### src/dxtd_pkg.sv
// Shared types, register codes and constant-divide helpers for the DXT block decoder.
// No dependencies; every other file in src uses it.
`timescale 1ns / 1ps

package dxtd_pkg;

  localparam int unsigned QUEUE_DEPTH = 4;
  localparam int unsigned OUT_DEPTH   = 4;

  localparam int unsigned CFG_IDX_W  = 8;
  localparam int unsigned CFG_DATA_W = 8;

  localparam logic [CFG_IDX_W-1:0] REG_FORMAT = 8'd0;
  localparam logic [CFG_IDX_W-1:0] REG_WIDTH  = 8'd1;
  localparam logic [CFG_IDX_W-1:0] REG_HEIGHT = 8'd2;

  localparam logic [1:0] FMT_DXT1 = 2'd0;
  localparam logic [1:0] FMT_DXT3 = 2'd1;
  localparam logic [1:0] FMT_DXT5 = 2'd2;

  localparam logic [2:0] DIM_MAX = 3'd4;

  localparam logic [9:0]  RECIP3 = 10'd683;
  localparam logic [13:0] RECIP7 = 14'd9363;
  localparam logic [13:0] RECIP5 = 14'd13108;

  typedef enum logic [1:0] {
    AOP_DIRECT,
    AOP_DIV7,
    AOP_DIV5
  } alpha_op_e;

  typedef struct packed {
    logic [1:0] fmt;
    logic [1:0] last_col;
    logic [1:0] last_row;
  } cfg_t;

  typedef struct packed {
    logic [3:0][2:0][7:0] pal;
    logic [31:0]          cidx;
    logic [63:0]          aw;
    logic [1:0]           fmt;
  } blk_t;

  typedef struct packed {
    logic [7:0] red;
    logic [7:0] green;
    logic [7:0] blue;
    logic [7:0] alpha;
    logic [1:0] col;
    logic [1:0] row;
    logic       last;
  } texel_t;

  function automatic logic [7:0] div3(input logic [9:0] v);
    logic [19:0] p;
    p = {10'd0, v} * {10'd0, RECIP3};
    return p[18:11];
  endfunction

  function automatic logic [2:0] clamp_dim(input logic [2:0] v);
    logic [2:0] r;
    if (v == 3'd0) begin
      r = 3'd1;
    end else if (v > DIM_MAX) begin
      r = DIM_MAX;
    end else begin
      r = v;
    end
    return r;
  endfunction

endpackage

### src/dxt_block_decoder.sv
// DXT1/DXT3/DXT5 block decoder, top level: configuration registers, front end,
// descriptor queue and texel engine. Uses dxtd_pkg, dxtd_front, dxtd_queue, dxtd_back.
// A pushed block flows through the front-end registers, descriptor queue, texel-engine stages and output FIFO.
// Throughput: one texel per cycle while a descriptor is queued and the output FIFO has room;
// a block holds width x height texels, 16 at 4x4, which the texel engine steps through in turn.
// Reset: format DXT1, 4x4 texels, all queues empty.
`timescale 1ns / 1ps

module dxt_block_decoder #(
  parameter int unsigned QueueDepth = dxtd_pkg::QUEUE_DEPTH,
  parameter int unsigned OutDepth   = dxtd_pkg::OUT_DEPTH
) (
  input  logic                            clk_i,
  input  logic                            rst_ni,
  input  logic                            push,
  output logic                            full,
  input  logic [63:0]                     color_word_i,
  input  logic [63:0]                     alpha_word_i,
  output logic                            empty,
  input  logic                            pop,
  output logic [7:0]                      red_o,
  output logic [7:0]                      green_o,
  output logic [7:0]                      blue_o,
  output logic [7:0]                      alpha_o,
  output logic [1:0]                      pixel_column_o,
  output logic [1:0]                      pixel_row_o,
  output logic                            last_pixel_o,
  input  logic                            cfg_valid_i,
  output logic                            cfg_ready_o,
  input  logic [dxtd_pkg::CFG_IDX_W-1:0]  cfg_index_i,
  input  logic [dxtd_pkg::CFG_DATA_W-1:0] cfg_data_i
);

  localparam int unsigned QCntW = $clog2(QueueDepth + 1);

  logic [1:0] format_q;
  logic [2:0] width_q, height_q;
  logic       cfg_we;
  logic [2:0] w_eff, h_eff;

  dxtd_pkg::cfg_t   cfg;
  dxtd_pkg::blk_t   q_in, q_head;
  logic             q_push, q_pop, q_empty;
  logic [QCntW-1:0] q_count;
  dxtd_pkg::texel_t texel;

  assign cfg_ready_o = 1'b1;
  assign cfg_we      = cfg_valid_i & cfg_ready_o;

  always_ff @(posedge clk_i or negedge rst_ni) begin
    if (!rst_ni) begin
      format_q <= dxtd_pkg::FMT_DXT1;
      width_q  <= dxtd_pkg::DIM_MAX;
      height_q <= dxtd_pkg::DIM_MAX;
    end else if (cfg_we) begin
      unique case (cfg_index_i)
        dxtd_pkg::REG_FORMAT: format_q <= cfg_data_i[1:0];
        dxtd_pkg::REG_WIDTH:  width_q  <= cfg_data_i[2:0];
        dxtd_pkg::REG_HEIGHT: height_q <= cfg_data_i[2:0];
        default: ;
      endcase
    end
  end

  assign w_eff = dxtd_pkg::clamp_dim(width_q);
  assign h_eff = dxtd_pkg::clamp_dim(height_q);

  always_comb begin
    cfg.fmt      = format_q;
    cfg.last_col = 2'(w_eff - 3'd1);
    cfg.last_row = 2'(h_eff - 3'd1);
  end

  dxtd_front #(
    .QDepth (QueueDepth)
  ) u_front (
    .clk_i        (clk_i),
    .rst_ni       (rst_ni),
    .push         (push),
    .full         (full),
    .color_word_i (color_word_i),
    .alpha_word_i (alpha_word_i),
    .fmt_i        (format_q),
    .q_count_i    (q_count),
    .q_push_o     (q_push),
    .q_data_o     (q_in)
  );

  dxtd_queue #(
    .Depth (QueueDepth)
  ) u_queue (
    .clk_i   (clk_i),
    .rst_ni  (rst_ni),
    .push_i  (q_push),
    .data_i  (q_in),
    .pop_i   (q_pop),
    .data_o  (q_head),
    .empty_o (q_empty),
    .count_o (q_count)
  );

  dxtd_back #(
    .OutDepth (OutDepth)
  ) u_back (
    .clk_i        (clk_i),
    .rst_ni       (rst_ni),
    .cfg_i        (cfg),
    .head_i       (q_head),
    .head_valid_i (~q_empty),
    .head_pop_o   (q_pop),
    .pop          (pop),
    .empty        (empty),
    .texel_o      (texel)
  );

  assign red_o          = texel.red;
  assign green_o        = texel.green;
  assign blue_o         = texel.blue;
  assign alpha_o        = texel.alpha;
  assign pixel_column_o = texel.col;
  assign pixel_row_o    = texel.row;
  assign last_pixel_o   = texel.last;

endmodule

### src/dxtd_front.sv
// Front end: takes compressed blocks, registers them and builds the colour palette.
// Writes one block descriptor per transaction into the descriptor queue. Uses dxtd_pkg.
`timescale 1ns / 1ps

module dxtd_front #(
  parameter int unsigned QDepth = dxtd_pkg::QUEUE_DEPTH
) (
  input  logic                         clk_i,
  input  logic                         rst_ni,
  input  logic                         push,
  output logic                         full,
  input  logic [63:0]                  color_word_i,
  input  logic [63:0]                  alpha_word_i,
  input  logic [1:0]                   fmt_i,
  input  logic [$clog2(QDepth+1)-1:0]  q_count_i,
  output logic                         q_push_o,
  output dxtd_pkg::blk_t               q_data_o
);

  localparam int unsigned CntW = $clog2(QDepth + 1);

  logic        f1v_q, f1v_d;
  logic [63:0] f1_cw_q;
  logic [63:0] f1_aw_q;
  logic [1:0]  f1_fmt_q;

  logic                 f2v_q;
  logic [2:0][7:0]      f2_e0_q, f2_e1_q;
  logic [2:0][9:0]      f2_sa_q, f2_sb_q;
  logic                 f2_four_q;
  logic [31:0]          f2_cidx_q;
  logic [63:0]          f2_aw_q;
  logic [1:0]           f2_fmt_q;

  logic [CntW+1:0] used;
  logic            accept;
  logic [15:0]     c0, c1;
  logic [2:0][7:0] e0, e1;
  logic [2:0][9:0] sa, sb;
  logic            four;

  assign used   = (CntW+2)'(q_count_i) + (CntW+2)'(f1v_q) + (CntW+2)'(f2v_q);
  assign full   = (used >= (CntW+2)'(QDepth));
  assign accept = push & ~full;
  assign f1v_d  = accept;

  assign c0 = f1_cw_q[15:0];
  assign c1 = f1_cw_q[31:16];
  assign e0[0] = {c0[15:11], 3'b000};
  assign e0[1] = {c0[10:5], 2'b00};
  assign e0[2] = {c0[4:0], 3'b000};
  assign e1[0] = {c1[15:11], 3'b000};
  assign e1[1] = {c1[10:5], 2'b00};
  assign e1[2] = {c1[4:0], 3'b000};
  assign four  = (c0 > c1) || (f1_fmt_q == dxtd_pkg::FMT_DXT3) ||
                 (f1_fmt_q == dxtd_pkg::FMT_DXT5);

  always_comb begin
    for (int c = 0; c < 3; c++) begin
      if (four) begin
        sa[c] = {1'b0, e0[c], 1'b0} + {2'b00, e1[c]} + 10'd1;
      end else begin
        sa[c] = {2'b00, e0[c]} + {2'b00, e1[c]} + 10'd1;
      end
      sb[c] = {2'b00, e0[c]} + {1'b0, e1[c], 1'b0} + 10'd1;
    end
  end

  always_ff @(posedge clk_i or negedge rst_ni) begin
    if (!rst_ni) begin
      f1v_q <= 1'b0;
      f2v_q <= 1'b0;
    end else begin
      f1v_q <= f1v_d;
      f2v_q <= f1v_q;
    end
  end

  always_ff @(posedge clk_i) begin
    if (accept) begin
      f1_cw_q  <= color_word_i;
      f1_aw_q  <= alpha_word_i;
      f1_fmt_q <= fmt_i;
    end
    f2_e0_q   <= e0;
    f2_e1_q   <= e1;
    f2_sa_q   <= sa;
    f2_sb_q   <= sb;
    f2_four_q <= four;
    f2_cidx_q <= f1_cw_q[63:32];
    f2_aw_q   <= f1_aw_q;
    f2_fmt_q  <= f1_fmt_q;
  end

  always_comb begin
    q_data_o      = '0;
    q_data_o.cidx = f2_cidx_q;
    q_data_o.aw   = f2_aw_q;
    q_data_o.fmt  = f2_fmt_q;
    for (int c = 0; c < 3; c++) begin
      q_data_o.pal[0][c] = f2_e0_q[c];
      q_data_o.pal[1][c] = f2_e1_q[c];
      if (f2_four_q) begin
        q_data_o.pal[2][c] = dxtd_pkg::div3(f2_sa_q[c]);
        q_data_o.pal[3][c] = dxtd_pkg::div3(f2_sb_q[c]);
      end else begin
        q_data_o.pal[2][c] = f2_sa_q[c][8:1];
        q_data_o.pal[3][c] = 8'd0;
      end
    end
  end

  assign q_push_o = f2v_q;

endmodule

### src/dxtd_queue.sv
// Descriptor queue between the front end and the texel engine.
// Small register FIFO of block descriptors. Uses dxtd_pkg.
`timescale 1ns / 1ps

module dxtd_queue #(
  parameter int unsigned Depth = dxtd_pkg::QUEUE_DEPTH
) (
  input  logic                        clk_i,
  input  logic                        rst_ni,
  input  logic                        push_i,
  input  dxtd_pkg::blk_t              data_i,
  input  logic                        pop_i,
  output dxtd_pkg::blk_t              data_o,
  output logic                        empty_o,
  output logic [$clog2(Depth+1)-1:0]  count_o
);

  localparam int unsigned PtrW = $clog2(Depth);
  localparam int unsigned CntW = $clog2(Depth + 1);

  dxtd_pkg::blk_t mem_q [Depth];

  logic [PtrW-1:0] wr_ptr_q, wr_ptr_d;
  logic [PtrW-1:0] rd_ptr_q, rd_ptr_d;
  logic [CntW-1:0] count_q, count_d;
  logic            do_pop;

  assign do_pop  = pop_i & (count_q != '0);
  assign empty_o = (count_q == '0);
  assign count_o = count_q;
  assign data_o  = mem_q[rd_ptr_q];

  always_comb begin
    wr_ptr_d = wr_ptr_q;
    rd_ptr_d = rd_ptr_q;
    count_d  = count_q;
    if (push_i) begin
      wr_ptr_d = (wr_ptr_q == PtrW'(Depth - 1)) ? '0 : wr_ptr_q + PtrW'(1);
    end
    if (do_pop) begin
      rd_ptr_d = (rd_ptr_q == PtrW'(Depth - 1)) ? '0 : rd_ptr_q + PtrW'(1);
    end
    if (push_i && !do_pop) begin
      count_d = count_q + CntW'(1);
    end else if (!push_i && do_pop) begin
      count_d = count_q - CntW'(1);
    end
  end

  always_ff @(posedge clk_i or negedge rst_ni) begin
    if (!rst_ni) begin
      wr_ptr_q <= '0;
      rd_ptr_q <= '0;
      count_q  <= '0;
    end else begin
      wr_ptr_q <= wr_ptr_d;
      rd_ptr_q <= rd_ptr_d;
      count_q  <= count_d;
    end
  end

  always_ff @(posedge clk_i) begin
    if (push_i) begin
      mem_q[wr_ptr_q] <= data_i;
    end
  end

endmodule

### src/dxtd_back.sv
// Texel engine: walks the head descriptor one texel per cycle while the output FIFO has
// room, decodes alpha in two stages and buffers texels in an output FIFO. Uses dxtd_pkg.
`timescale 1ns / 1ps

module dxtd_back #(
  parameter int unsigned OutDepth = dxtd_pkg::OUT_DEPTH
) (
  input  logic              clk_i,
  input  logic              rst_ni,
  input  dxtd_pkg::cfg_t    cfg_i,
  input  dxtd_pkg::blk_t    head_i,
  input  logic              head_valid_i,
  output logic              head_pop_o,
  input  logic              pop,
  output logic              empty,
  output dxtd_pkg::texel_t  texel_o
);

  localparam int unsigned PtrW = $clog2(OutDepth);
  localparam int unsigned CntW = $clog2(OutDepth + 1);

  logic [1:0] x_q, x_d, y_q, y_d;
  logic       issue, last_col, last_blk;
  logic [CntW+1:0] used;

  logic [3:0]  pos;
  logic [1:0]  ci;
  logic [47:0] aw_hi;
  logic [5:0]  kpos;

  logic            s1v_q;
  logic [2:0][7:0] s1_rgb_q;
  logic [1:0]      s1_fmt_q;
  logic [3:0]      s1_nib_q;
  logic [2:0]      s1_k_q;
  logic [7:0]      s1_a0_q, s1_a1_q;
  logic [1:0]      s1_x_q, s1_y_q;
  logic            s1_last_q;

  logic                s2v_q;
  logic [2:0][7:0]     s2_rgb_q;
  dxtd_pkg::alpha_op_e s2_aop_q;
  logic [7:0]          s2_direct_q;
  logic [11:0]         s2_num_q;
  logic [1:0]          s2_x_q, s2_y_q;
  logic                s2_last_q;

  dxtd_pkg::alpha_op_e aop;
  logic [7:0]          direct;
  logic [11:0]         num;
  logic [3:0]          wa, wb, ca;
  logic [11:0]         pa, pb;

  logic [13:0]      recip;
  logic [25:0]      prod;
  dxtd_pkg::texel_t wtex;

  dxtd_pkg::texel_t mem_q [OutDepth];
  logic [PtrW-1:0]  wr_ptr_q, rd_ptr_q;
  logic [CntW-1:0]  count_q, count_d;
  logic             do_pop;

  assign used  = (CntW+2)'(count_q) + (CntW+2)'(s1v_q) + (CntW+2)'(s2v_q);
  assign issue = head_valid_i & (used < (CntW+2)'(OutDepth));

  assign last_col   = (x_q == cfg_i.last_col);
  assign last_blk   = last_col & (y_q == cfg_i.last_row);
  assign head_pop_o = issue & last_blk;

  always_comb begin
    x_d = x_q;
    y_d = y_q;
    if (issue) begin
      if (last_col) begin
        x_d = 2'd0;
        y_d = last_blk ? 2'd0 : y_q + 2'd1;
      end else begin
        x_d = x_q + 2'd1;
      end
    end
  end

  assign pos   = {y_q, x_q};
  assign ci    = head_i.cidx[{pos, 1'b0} +: 2];
  assign aw_hi = head_i.aw[63:16];
  assign kpos  = 6'(pos) * 6'd3;

  always_ff @(posedge clk_i) begin
    s1_rgb_q  <= head_i.pal[ci];
    s1_fmt_q  <= head_i.fmt;
    s1_nib_q  <= head_i.aw[{pos, 2'b00} +: 4];
    s1_k_q    <= aw_hi[kpos +: 3];
    s1_a0_q   <= head_i.aw[7:0];
    s1_a1_q   <= head_i.aw[15:8];
    s1_x_q    <= x_q;
    s1_y_q    <= y_q;
    s1_last_q <= last_blk;
  end

  assign wa = 4'd8 - {1'b0, s1_k_q};
  assign wb = {1'b0, s1_k_q} - 4'd1;
  assign ca = (s1_a0_q > s1_a1_q) ? wa : wa - 4'd2;
  assign pa = {8'd0, ca} * {4'd0, s1_a0_q};
  assign pb = {8'd0, wb} * {4'd0, s1_a1_q};

  always_comb begin
    aop    = dxtd_pkg::AOP_DIRECT;
    direct = 8'hFF;
    num    = pa + pb;
    unique case (s1_fmt_q)
      dxtd_pkg::FMT_DXT3: begin
        direct = {s1_nib_q, s1_nib_q};
      end
      dxtd_pkg::FMT_DXT5: begin
        priority if (s1_k_q == 3'd0) begin
          direct = s1_a0_q;
        end else if (s1_k_q == 3'd1) begin
          direct = s1_a1_q;
        end else if (s1_a0_q > s1_a1_q) begin
          aop = dxtd_pkg::AOP_DIV7;
        end else if (s1_k_q == 3'd6) begin
          direct = 8'd0;
        end else if (s1_k_q == 3'd7) begin
          direct = 8'hFF;
        end else begin
          aop = dxtd_pkg::AOP_DIV5;
        end
      end
      default: begin
        direct = 8'hFF;
      end
    endcase
  end

  always_ff @(posedge clk_i) begin
    s2_rgb_q    <= s1_rgb_q;
    s2_aop_q    <= aop;
    s2_direct_q <= direct;
    s2_num_q    <= num;
    s2_x_q      <= s1_x_q;
    s2_y_q      <= s1_y_q;
    s2_last_q   <= s1_last_q;
  end

  assign recip = (s2_aop_q == dxtd_pkg::AOP_DIV7) ? dxtd_pkg::RECIP7 : dxtd_pkg::RECIP5;
  assign prod  = {14'd0, s2_num_q} * {12'd0, recip};

  always_comb begin
    wtex.red   = s2_rgb_q[0];
    wtex.green = s2_rgb_q[1];
    wtex.blue  = s2_rgb_q[2];
    wtex.col   = s2_x_q;
    wtex.row   = s2_y_q;
    wtex.last  = s2_last_q;
    unique case (s2_aop_q)
      dxtd_pkg::AOP_DIV7,
      dxtd_pkg::AOP_DIV5: wtex.alpha = prod[23:16];
      default:            wtex.alpha = s2_direct_q;
    endcase
  end

  assign do_pop  = pop & (count_q != '0);
  assign empty   = (count_q == '0);
  assign texel_o = mem_q[rd_ptr_q];

  always_comb begin
    count_d = count_q;
    if (s2v_q && !do_pop) begin
      count_d = count_q + CntW'(1);
    end else if (!s2v_q && do_pop) begin
      count_d = count_q - CntW'(1);
    end
  end

  always_ff @(posedge clk_i or negedge rst_ni) begin
    if (!rst_ni) begin
      x_q      <= 2'd0;
      y_q      <= 2'd0;
      s1v_q    <= 1'b0;
      s2v_q    <= 1'b0;
      wr_ptr_q <= '0;
      rd_ptr_q <= '0;
      count_q  <= '0;
    end else begin
      x_q     <= x_d;
      y_q     <= y_d;
      s1v_q   <= issue;
      s2v_q   <= s1v_q;
      count_q <= count_d;
      if (s2v_q) begin
        wr_ptr_q <= (wr_ptr_q == PtrW'(OutDepth - 1)) ? '0 : wr_ptr_q + PtrW'(1);
      end
      if (do_pop) begin
        rd_ptr_q <= (rd_ptr_q == PtrW'(OutDepth - 1)) ? '0 : rd_ptr_q + PtrW'(1);
      end
    end
  end

  always_ff @(posedge clk_i) begin
    if (s2v_q) begin
      mem_q[wr_ptr_q] <= wtex;
    end
  end

endmodule
### config.mk
export PLATFORM = sky130hd
export DESIGN_NAME = dxt_block_decoder
export DESIGN_NICKNAME = d
export VERILOG_FILES = /design/src/dxtd_pkg.sv /design/src/dxt_block_decoder.sv /design/src/dxtd_front.sv /design/src/dxtd_queue.sv /design/src/dxtd_back.sv
export SDC_FILE = /design/constraint.sdc
export NUM_CORES = 2
export LEC_CHECK = 0
export BUFFER_PORTS_ARGS = -buffer_cell sky130_fd_sc_hd__buf_4
export CORE_UTILIZATION = 40
export DETAILED_ROUTE_END_ITERATION = 12
export HOLD_SLACK_MARGIN = 0.1
export PLACE_DENSITY = 0.66
export SETUP_SLACK_MARGIN = 0.1
export SLEW_MARGIN = 20
export SYNTH_ARGS = -nofsm -noshare
export SYNTH_HDL_FRONTEND = slang
export SYNTH_SLANG_ARGS = --single-unit
### constraint.sdc
create_clock -name clk_i -period 7.5 [get_ports clk_i]
set_input_delay 1.5 -clock clk_i [delete_from_list [all_inputs] [get_ports clk_i]]
set_output_delay 1.5 -clock clk_i [all_outputs]
set_load 0.02 [all_outputs]
==> flow_summary.ini <==
[run_status]
run_status = completed

[global_routing]
grt_pass1_wl_mm = 182.9
antenna_found_initial = 9
grt_max_degree = 98
gr-total-overflow = 0
grt_util_all_layers = 0.1590
grt_pass1_vias = 31427

[timing]
post-route-min-period_ns = 6.760
final_hold_violation_count = 0
fin_crit_sh = 0.9013
maxClockFrequency_mhz = 147.9
setup-violations-final = 0
rsz0062_at_grt = no
worst_slew_pin_slew_ns = 0.9821
drv_slew = 0
setup_total_negative_slack_ns = 0
final.setup_skew_ns = 0.03874
maxSlewHeadroom = 0.3403

[yosys]
synth_sequential_area_ratio = 0.6004
synth-async-reset-ratio = 0.02313
yosys-top-cells-count = sky130_fd_sc_hd__edfxtp_1, sky130_fd_sc_hd__inv_1, sky130_fd_sc_hd__ha_1, sky130_fd_sc_hd__dfxtp_1, sky130_fd_sc_hd__mux4_2
post_synthesis_sequential_element_count = 1297
most_numerous_cell_in_the_yosys_netlist = sky130_fd_sc_hd__edfxtp_1
syn-mean-instance-area_um2 = 16.12
yosys_warnings = 0
ys.flop_type = sky130_fd_sc_hd__edfxtp_1
syn_inst = 3723
yosysTopAreaCell = sky130_fd_sc_hd__edfxtp_1
synth_area_leaders = sky130_fd_sc_hd__edfxtp_1, sky130_fd_sc_hd__ha_1, sky130_fd_sc_hd__mux4_2, sky130_fd_sc_hd__dfxtp_1, sky130_fd_sc_hd__fa_1
yosysUniqueCellTypes = 67
synthesis.area_um2 = 60010
netlist.area_leader.share = 0.4954
synth_edf_count = 990

[die]
initial_standard_cell_utilization_of_the_core = 0.4045
die_w_um = 389.3
die_h_um = 389.3
num_rows = 141
core_region_area_um2 = 148400
floorplan.io_pins = 189
die-area_um2 = 151600

[clock_tree]
cts_repair_resize_count = 0
clock_insertion_delay_worst_skew_ns = 0.79
cts_hold_buffers = 0
tritoncts = yes
post_cts.repair.setup_buffers = 0
tritoncts.num_buffers = 134
h-tree-depth = 4
cts-root-buf = sky130_fd_sc_hd__clkbuf_16
clock_path_buffers = 3
clk_pin_slew_ns = 0.06
clock_sinks = 1297

[placed_design]
detail_placement_hpwl_mm = 81.98
placed_cells_incl_taps = 5875
port_buffers = 182
place.gp.congestion = 0.8608

[min_path]
worstHoldPathType = reg2reg

[finish]
fillCellCount = 12734
areaGrowthSynthToFinish_pct = 13.72
layoutNonFillerInstCount = 6124
drive_gt1_frac = 0.1731
final_net_count = 4858

[setup_path]
cpLargestDelayFamily = adder cells
timing.critical_path.cells = inv_1, ha_1, buf_4, nor2_1, inv_1, fa_1, inv_1, fa_1, fa_1, fa_1, inv_1, fa_1, inv_1, ha_1, nand4_1, nor2_1, a221oi_1, a31oi_1, a41oi_1, nor3b_1, o21bai_1, xnor2_1, mux2_2
cp_data_arrival_time_ns = 7.27
worstPathBufferInverterCount = 6
worst_ep_required_time_ns = 8.01
worstPathMaxFanout = 16
crit_type = reg2reg
worstSetupStartpointType = register
critical-path-max-stage-delay_ns = 0.54
endpoint_kind = register
cp_slowest_cell = sky130_fd_sc_hd__fa_1

[drt]
wl_mm = 118.4
routed-via-count = 30144
detail_route.drc_violations = 0
drt_iter0_markers = 2109
wire_per_inst_um = 19.34
avgViaCountPerCell = 4.922
first_pass_iters = 5
final_antenna_net_count = 0

[run]
cap_viol_max_count = 0
==> path summary, 6_finish.rpt <==
path	end	slack, ns	start	cells after the start
worst max register to register	u_back.mem_q[1][12]	0.74	u_back.s2_aop_q[1]	23
worst min register to register	u_back.s2_y_q[0]	0.31	u_back.s1_y_q[0]	0
max in group asynchronous	u_queue.rd_ptr_q[0]	6.47	rst_ni	1
worst max-delay path	u_back.mem_q[1][12]	0.74	u_back.s2_aop_q[1]	23
min in group asynchronous	u_back.rd_ptr_q[0]	0.65	rst_ni	1
worst min-delay path	u_back.s2_y_q[0]	0.31	u_back.s1_y_q[0]	0
==> flip-flops by register name, summed over array words and instances, names as in the netlist, 3 cells and up <==
name and count:
u_back.s1_rgb_q 24, u_front.f2_cidx_q 32, u_front.q_data_o 32, u_back.s1_a0_q 8
u_queue.count_o 3, u_front.f2_aw_q 64, u_back.s2_num_q 12, width_q 3
u_front.f2_sb_q 19, u_back.s2_direct_q 8, u_queue.mem_q 712, height_q 3
u_front.f1_aw_q 64, u_back.s1_nib_q 4, u_back.s2_rgb_q 24, u_front.f1_cw_q 64
u_back.s1_k_q 3, u_back.count_q 3, u_back.s1_a1_q 8, u_front.f2_sa_q 22
u_back.mem_q 148
==> cells in the final DEF (no fill, tap or decap), types with 6 or more instances in the layout <==
| cell type | count |
|---|---|
| sky130_fd_sc_hd__edfxtp_1 | 990 |
| sky130_fd_sc_hd__inv_1 | 498 |
| sky130_fd_sc_hd__ha_1 | 487 |
| sky130_fd_sc_hd__dfxtp_1 | 277 |
| sky130_fd_sc_hd__mux4_2 | 250 |
| sky130_fd_sc_hd__buf_4 | 219 |
| sky130_fd_sc_hd__fa_1 | 212 |
| sky130_fd_sc_hd__clkbuf_16 | 136 |
| sky130_fd_sc_hd__nor2_1 | 112 |
| sky130_fd_sc_hd__xnor2_1 | 90 |
| sky130_fd_sc_hd__a21oi_1 | 89 |
| sky130_fd_sc_hd__nand2_1 | 78 |
| sky130_fd_sc_hd__mux2i_1 | 58 |
| sky130_fd_sc_hd__and2_1 | 47 |
| sky130_fd_sc_hd__o21ai_0 | 44 |
| sky130_fd_sc_hd__nand2b_1 | 38 |
| sky130_fd_sc_hd__nor2b_1 | 35 |
| sky130_fd_sc_hd__xor2_1 | 35 |
| sky130_fd_sc_hd__clkbuf_1 | 31 |
| sky130_fd_sc_hd__a21o_1 | 26 |
| sky130_fd_sc_hd__clkinv_1 | 23 |
| sky130_fd_sc_hd__conb_1 | 22 |
| sky130_fd_sc_hd__dfrtp_1 | 22 |
| sky130_fd_sc_hd__nor3_1 | 21 |
| sky130_fd_sc_hd__mux2_2 | 21 |
| sky130_fd_sc_hd__nand3_1 | 19 |
| sky130_fd_sc_hd__clkinv_2 | 19 |
| sky130_fd_sc_hd__o21ai_1 | 16 |
| sky130_fd_sc_hd__o21bai_1 | 16 |
| sky130_fd_sc_hd__nand4_1 | 15 |
| sky130_fd_sc_hd__a22oi_1 | 15 |
| sky130_fd_sc_hd__o21a_1 | 10 |
| sky130_fd_sc_hd__a221oi_1 | 9 |
| sky130_fd_sc_hd__o31ai_1 | 8 |
| sky130_fd_sc_hd__clkbuf_8 | 8 |
| sky130_fd_sc_hd__or2_2 | 7 |
| sky130_fd_sc_hd__clkinv_16 | 6 |
| sky130_fd_sc_hd__clkinvlp_4 | 6 |
==> metrics by stage <==
stage	setup WS, ns	hold slack, ns	utilization	cell area (um^2)
after floorplan	1.268	0.3096	-	60090
after global placement	0.8212	0.3101	0.4304	63870
after detailed placement	0.7285	0.3121	0.4304	63870
after CTS	0.6763	0.3109	0.4598	68220
after global routing	0.2788	0.3213	0.4599	68240
final	0.7404	0.3122	0.4599	68240
==> cell type report <==
cell class	instances	area [um^2]	share of cell area
clock buffers	175	3630	0.05319
inverters	500	1877	0.02750
diodes	2	5.005	0.00007334
clock inverters	71	720.7	0.01056
multi-input cells	1856	21780	0.3192
repair buffers	221	1684	0.02468
flip-flops and latches	1297	36040	0.5281
well taps	2002	2505	0.03671
==> kinds of logic after synthesis <==
group,after synthesis,share of synthesized area
xor+xnor,125,0.01824
compound gates,272,0.02869
flops,1297,0.6004
other cells,2,0.0001251
mux,330,0.1076
buf+inv,590,0.03832
simple gates,408,0.03436
fa+ha+maj,699,0.1723
==> per-layer routing <==
metal / global-route usage / up-vias / part of all wire
li1: - / 14123 / -
met1: 0.2178 / 15231 / 0.46
met2: 0.2554 / 607 / 0.47
met3: 0.03063 / 179 / 0.046
met4: 0.05032 / 4 / 0.025
met5: 0 / - / 0.00014
Power is left out: the tool's default activity adds up to more than one toggle a clock period on the data nets, which glitch-free logic cannot reach.
